[src/spi_ee_pkg.sv]
`timescale 1ns / 1ps
// Shared types and codes for the SPI serial EEPROM device model.
package spi_ee_pkg;

  // Item codes on the opcode input
  localparam logic [1:0] OP_BYTE    = 2'd0;
  localparam logic [1:0] OP_RELEASE = 2'd1;
  localparam logic [1:0] OP_TICK    = 2'd2;

  // Command bytes on the wire
  localparam logic [7:0] BYTE_WRSR  = 8'h01;
  localparam logic [7:0] BYTE_WRITE = 8'h02;
  localparam logic [7:0] BYTE_READ  = 8'h03;
  localparam logic [7:0] BYTE_WRDI  = 8'h04;
  localparam logic [7:0] BYTE_RDSR  = 8'h05;
  localparam logic [7:0] BYTE_WREN  = 8'h06;

  localparam logic [7:0]  MISO_IDLE   = 8'hFF;
  localparam logic [7:0]  ERASED_BYTE = 8'hFF;
  localparam logic [15:0] TICKS_RESET = 16'd6000;

  typedef enum logic [1:0] {
    KIND_BYTE,
    KIND_RELEASE,
    KIND_TICK,
    KIND_IDLE
  } item_kind_t;

  typedef struct packed {
    item_kind_t  kind;
    logic [7:0]  data;
  } item_t;

  typedef enum logic [2:0] {
    PH_CMD,
    PH_AHI,
    PH_ALO,
    PH_DATA,
    PH_STAT,
    PH_WRSR,
    PH_SKIP
  } phase_t;

  typedef enum logic [2:0] {
    CMD_NONE  = 3'd0,
    CMD_WRSR  = 3'd1,
    CMD_WRITE = 3'd2,
    CMD_READ  = 3'd3,
    CMD_WRDI  = 3'd4,
    CMD_RDSR  = 3'd5,
    CMD_WREN  = 3'd6
  } cmd_t;

  typedef struct packed {
    logic [7:0] miso;
    logic       wip;
    logic       wen;
  } result_t;

endpackage

[src/spi_ee_front.sv]
`timescale 1ns / 1ps
// Front end: takes input transactions, classifies them and queues them for the back end.
module spi_ee_front (
  input  logic                 clk,
  input  logic                 rst,
  input  logic                 push,
  input  logic [1:0]           opcode,
  input  logic [7:0]           mosi_byte,
  input  logic                 hold,
  input  logic                 q_pop,
  output logic                 full,
  output logic                 q_valid,
  output spi_ee_pkg::item_t    q_item
);

  spi_ee_pkg::item_t      slot [2];
  spi_ee_pkg::item_kind_t kind;
  logic                   rd_ptr;
  logic                   wr_ptr;
  logic [1:0]             count;
  logic                   push_ok;
  logic                   pop_ok;

  always_comb begin
    unique case (opcode)
      spi_ee_pkg::OP_BYTE:    kind = spi_ee_pkg::KIND_BYTE;
      spi_ee_pkg::OP_RELEASE: kind = spi_ee_pkg::KIND_RELEASE;
      spi_ee_pkg::OP_TICK:    kind = spi_ee_pkg::KIND_TICK;
      default:                kind = spi_ee_pkg::KIND_IDLE;
    endcase
  end

  // Refuse items when both slots are taken or while the back end sweeps the array after reset
  assign full    = (count == 2'd2) | hold;
  assign push_ok = push & ~full;
  assign q_valid = (count != 2'd0);
  assign pop_ok  = q_pop & q_valid;
  assign q_item  = slot[rd_ptr];

  always_ff @(posedge clk) begin
    if (rst) begin
      rd_ptr <= 1'b0;
      wr_ptr <= 1'b0;
      count  <= 2'd0;
    end else begin
      if (push_ok) wr_ptr <= ~wr_ptr;
      if (pop_ok)  rd_ptr <= ~rd_ptr;
      count <= count + {1'b0, push_ok} - {1'b0, pop_ok};
    end
  end

  always_ff @(posedge clk) begin
    if (push_ok) begin
      slot[wr_ptr].kind <= kind;
      slot[wr_ptr].data <= mosi_byte;
    end
  end

endmodule

[config.mk]
export PLATFORM = sky130hd
export DESIGN_NAME = spi_ee_front
export DESIGN_NICKNAME = d
export VERILOG_FILES = /design/src/spi_ee_pkg.sv /design/src/spi_ee_front.sv
export SDC_FILE = /design/constraint.sdc
export NUM_CORES = 1
export LEC_CHECK = 0
export ABC_AREA = 1
export BUFFER_PORTS_ARGS = -buffer_cell sky130_fd_sc_hd__buf_2
export CORE_MARGIN = 2
export CORE_UTILIZATION = 45
export CTS_BUF_LIST = sky130_fd_sc_hd__clkbuf_16
export DETAILED_ROUTE_END_ITERATION = 16
export PLACE_DENSITY = 0.7
export SYNTH_ARGS = -nofsm -noshare
export SYNTH_HDL_FRONTEND = slang
export SYNTH_SLANG_ARGS = --single-unit
[constraint.sdc]
create_clock -name clk -period 1.58 [get_ports clk]
set_input_delay 0.079 -clock clk [delete_from_list [all_inputs] [get_ports clk]]
set_output_delay 0.079 -clock clk [all_outputs]
set_load 0.02 [all_outputs]
Yosys cells after proc, flatten, opt, wreduce, memory -nomap -nowiden --
Memories as Yosys holds them, arrays and structs flattened. A register that Yosys moved wholly into a read port is not among the register bits. Cells that the tools add are included.
Operators by class: bitwise gates (word level) 6, add/sub/neg operators 2, mux-type cells 5, eq/ne operators 3, reduce and logical (&&, ||, !) cells 2
Operators with widths (count):
- 2-bit case mux with 3 select lines | 1
- 2-bit equality test, second input constant | 2
- 1-bit two-way mux | 4
- 1-bit inverter | 3
- 2-bit by 1-bit adder with 2-bit output | 1
- 1-bit bitwise AND | 2
- 2-bit by 1-bit equality test with 1-bit output, second input constant | 1
- 2-bit zero test | 1
- 2-bit nonzero test | 1
- 2-bit by 1-bit subtractor with 2-bit output | 1
- 1-bit OR | 1
Storage, ports and cells: memory bits (writable) 20, input port bits 15, output and inout port bits 12, memories 1, flip-flop bits (word level) 4
Memory list:
- slot | depth 2, bits a word 10, rd ports 1, clocked after Yosys merged registers in 1, write ports 1, line spi_ee_front.sv:16 | spi_ee_pkg::item_t slot [2];

Longest topological paths before layout --
word-level depth 6, mapped depth 11, mapped depth without buffers 11

Least setup slack after synthesis --
Ideal clock, no wire load.
kind flip-flop to flip-flop, from register count[0], to register count[1], library setup time 0.115 ns, setup slack 0.188 ns, cell stages (with the launch flop) 11, data required time 1.465 ns, arrival 1.277 ns, buffers on the path 0, clock period less this slack 1.392 ns, path through dfxtp_1 > inv_1 > nand2_2 > nand3_2 > ha_1 > inv_1 > ha_1 > inv_1 > nand2_1 > a21oi_1 > nor2_1
Between the ends: cells in the longest elaborated chain, start to end 6, elaborated cells between the ends (all ways) 8, those cells by class add/sub (2); eq/ne (1); bitwise (4); reduce/logical (1)
Ends and longest elaborated chain:
- from (decl) | line spi_ee_front.sv:20 | logic [1:0] count;
- from (signal assigned) | line spi_ee_front.sv:48 | count <= count + {1'b0, push_ok} - {1'b0, pop_ok};
- 2-bit equality test | line spi_ee_front.sv:34 | assign full = (count == 2'd2) | hold;
- 1-bit OR | line spi_ee_front.sv:34
- 1-bit inverter | line spi_ee_front.sv:35 | assign push_ok = push & ~full;
- 1-bit bitwise AND | line spi_ee_front.sv:35
- 2-bit by 1-bit adder with 2-bit output | line spi_ee_front.sv:48
- 2-bit by 1-bit subtractor with 2-bit output * | line spi_ee_front.sv:48
Every way passes the cells marked *; elsewhere a longest branch is shown, timed or not. A chain may end at the register's enable or synchronous reset.

==> PnR_summary.wiki <==
{| class="wikitable"
! Metric !! Value
|-
| Kind of start point of the critical path || flip-flop
|-
| Wirelength per Cell || 12.99 um
|-
| Data required time at the worst endpoint || 1.50 ns
|-
| Run status || completed
|-
| Period minus WS final || 1.466 ns
|-
| Register clock-pin slew on the reported worst setup and hold paths || 0.06 ns
|-
| Number of buffer and inverter stages on the critical path || 2
|-
| Maxcap violations || 0
|-
| DRC Markers || 0
|-
| Final hold violation count || 0
|-
| Maximum operating frequency || 0.6821 GHz
|-
| Footprint of the multi-input gates || 280.3 um2
|-
| Share of synthesized area spent on multiplexers || 14.48%
|-
| Weighted congestion reported at the end of routability-driven placement || 0.7885
|-
| Wire length of the first global-routing pass || 2.628 mm
|-
| Number of antenna cells inserted || 0
|-
| Number of synthesized flops with an enable pin || 20
|-
| Core region area || 2191 um2
|-
| Share of the synthesized netlist area taken by xor and xnor gates || 0%
|-
| Fraction of registers with async set/reset || 0%
|-
| Flip-flop and latch area || 701.9 um2
|-
| Cells after synthesis || 73
|-
| Width of the chip || 52.01 um
|-
| Number of register bits inferred by synthesis || 25
|-
| Leakage dissipation || 0.0005842 uW
|-
| Port Buf Inserts || 26
|-
| Largest net degree at the start of global routing || 15
|-
| Final-report setup violation count || 0
|-
| Crit-path cells || buf_4 > mux2_4 > buf_2
|-
| Dominant combinational cell family by area after synthesis || multiplexers
|-
| Predominant post-synthesis flop cell || edfxtp_1
|-
| Buffers from clock root to sink, at most || 2
|-
| Post-Syn Nets || 90
|-
| Unique cell type count in the Yosys netlist || 16
|-
| Worst Path Class, Setup || flip-flop to primary output
|-
| Die Area || 2705 um2
|-
| Worst vdd ir || 990.4 uV
|-
| Complex-gate fraction of the synthesized area || 1.206%
|-
| Simple logic cell fraction of the synthesized area || 8.565%
|-
| Layout cell share with drive strength beyond 1 || 47.17%
|-
| Critical Path End Type || primary output
|-
| Hold Startpoint || mosi_byte[7]
|-
| Top-count cell post-synth || edfxtp_1
|-
| Clock latency on the worst-skew pair || 0.26 ns
|-
| Filler cell count || 174
|-
| Via count of the first global-routing pass || 671
|-
| Worst-case clock skew || 0.004370 ns
|-
| Initial antenna violation count || 0
|-
| Startpoint of the worst register-to-register path || count[1]
|-
| Largest fanout on the critical path || 5
|-
| Vias after detailed routing || 630
|-
| Synth area leaders || edfxtp_1 58%, mux2_4 14%, dfxtp_1 9.7%, inv_1 3.6%, nand2_1 2.9%
|-
| Total count of max-transition violations in the final report || 0
|-
| Total number of clock tree sinks || 25
|-
| Io pins || 27
|-
| Total wire length after detailed routing || 1.740 mm
|-
| Detailed-routing iteration count for the pre-antenna-repair pass || 4
|-
| Sum Neg Setup Slack || 0 ns
|-
| Starting utilization of the core area || 47.34%
|-
| Cell family with most CP delay || flip-flops
|-
| Syn Std Cell Area || 1037 um2
|-
| Post-synthesis cell type with the largest combined area || edfxtp_1
|-
| Worst Hold Class || input port to flip-flop
|-
| Worst endpoint data arrival time || 1.39 ns
|-
| TritonCTS buffer count || 3
|-
| Number of vias per cell after detailed routing || 4.701
|-
| Warnings, synthesis || 0
|-
| Slew margin rel. || 72.67%
|-
| Summed area of non-filler cells in the final layout || 1316 um2
|-
| TritonCTS clock tree || done
|-
| Area growth from synthesis to layout || 26.90%
|-
| Clk root buf || clkbuf_16
|-
| Proportion of netlist area held by the largest area contributor || 57.90%
|-
| Hold WS || 0.007249 ns
|-
| Number of standard-cell rows in the floorplan || 17
|-
| Post-Place Worst Slack || 0.05769 ns
|-
| Mapped Avg Cell Area || 14.21 um2
|-
| Post-detail-place hpwl || 1.295 mm
|-
| Global-route total usage across every layer || 14.14%
|-
| Post-Route Utilization || 60.08%
|-
| Power per cell area || 1515 nW/um2
|-
| Final period utilization || 92.79%
|-
| Worst Setup Slack, final || 0.1140 ns
|-
| List of most frequent post-synthesis cells || 20 x edfxtp_1, 10 x inv_1, 10 x mux2_4, 8 x nand2_1, 7 x nor2_1
|-
| DP Area || 1206 um2
|-
| Worst Max-Slew Pin Slew || 0.4096 ns
|-
| CP max stage cell || dfxtp_1
|-
| Height of the chip || 52.01 um
|-
| Post-Synth Adder-Cell Area || 2.413%
|-
| Clock H-tree levels || 1
|-
| Sequential share of the synthesized area || 67.55%
|-
| Starting DRT DRC Count || 9
|-
| Final Net Count || 124
|-
| GR Overflow Total || 0
|-
| Largest stage delay, worst path || 0.47 ns
|-
| Antenna viol nets, final || 0
|}
-- final timing paths --
check             depth (start not counted)  slack, ns    endpoint
setup / recovery                          3       0.11   q_item[4]
hold / removal                            1      0.007  slot[1][7]
setup reg to reg                          9       0.12    count[1]
hold reg to reg                           2       0.50   flip-flop
-- placed cells by master (no fill, tap or decap) --
cell and n:
a21oi_2 1, buf_2 26, buf_4 5, clkbuf_16 3
clkinv_2 1, dfxtp_1 4, dfxtp_2 1, dlygate4sd3_1 1
edfxtp_1 20, ha_1 2, inv_1 10, inv_2 1
mux2_4 10, nand2_1 8, nand2_2 1, nand3_1 2
nand3_2 1, nand4_1 1, nor2_1 7, o21a_1 1
-- sequential cells by signal, summed over array words and instances, names as in the netlist, named ones only --
signal,count
wr_ptr,1
slot,20
count,2
rd_ptr,1
-- per-stage QoR --
stage,power (uW),cells
finish,1994,134
CTS,1973,132
global placement,1400,127
floorplan,1262,73
global route,2092,134
detailed placement,1422,127
-- what timing repair did --
action                                 CTS  global route
endpoints found under the hold margin    1             0
setup endpoints to repair                0             1
hold buffers                             1             0
resized for setup                        0             2
setup buffers                            0             2
-- final cells by class --
cell class | instances | area share [%]
tap | 28 | 2.662
sequential | 25 | 53.33
multi-input combinational | 34 | 21.29
clock inverter | 1 | 0.3802
clock buffer | 3 | 5.703
inverter | 11 | 3.137
timing repair buffer | 32 | 13.50
-- power breakdown --
group,switching [uW],leakage (uW),internal (uW),total [uW]
registers,49.8,0.000225,795,845
logic,317,0.000318,278,595
clock network,214,0.0000409,341,554
-- cells by family after synthesis --
family	after synthesis
DFF	25
and+or+nand+nor	20
buffers and inverters	14
muxes	10
AOI/OAI and AO/OA	2
adders and majority gates	2
-- per-layer routing --
metal  GRT usage (%)  routed length (um)  vias up
met4           7.895                  34        0
met3           3.448                  93        5
met1           13.09                 697      291
met5               0                   0        -
met2           27.43                 915       20
li1                -                   -      314
Note: power is estimated with default switching activity, not from simulation.
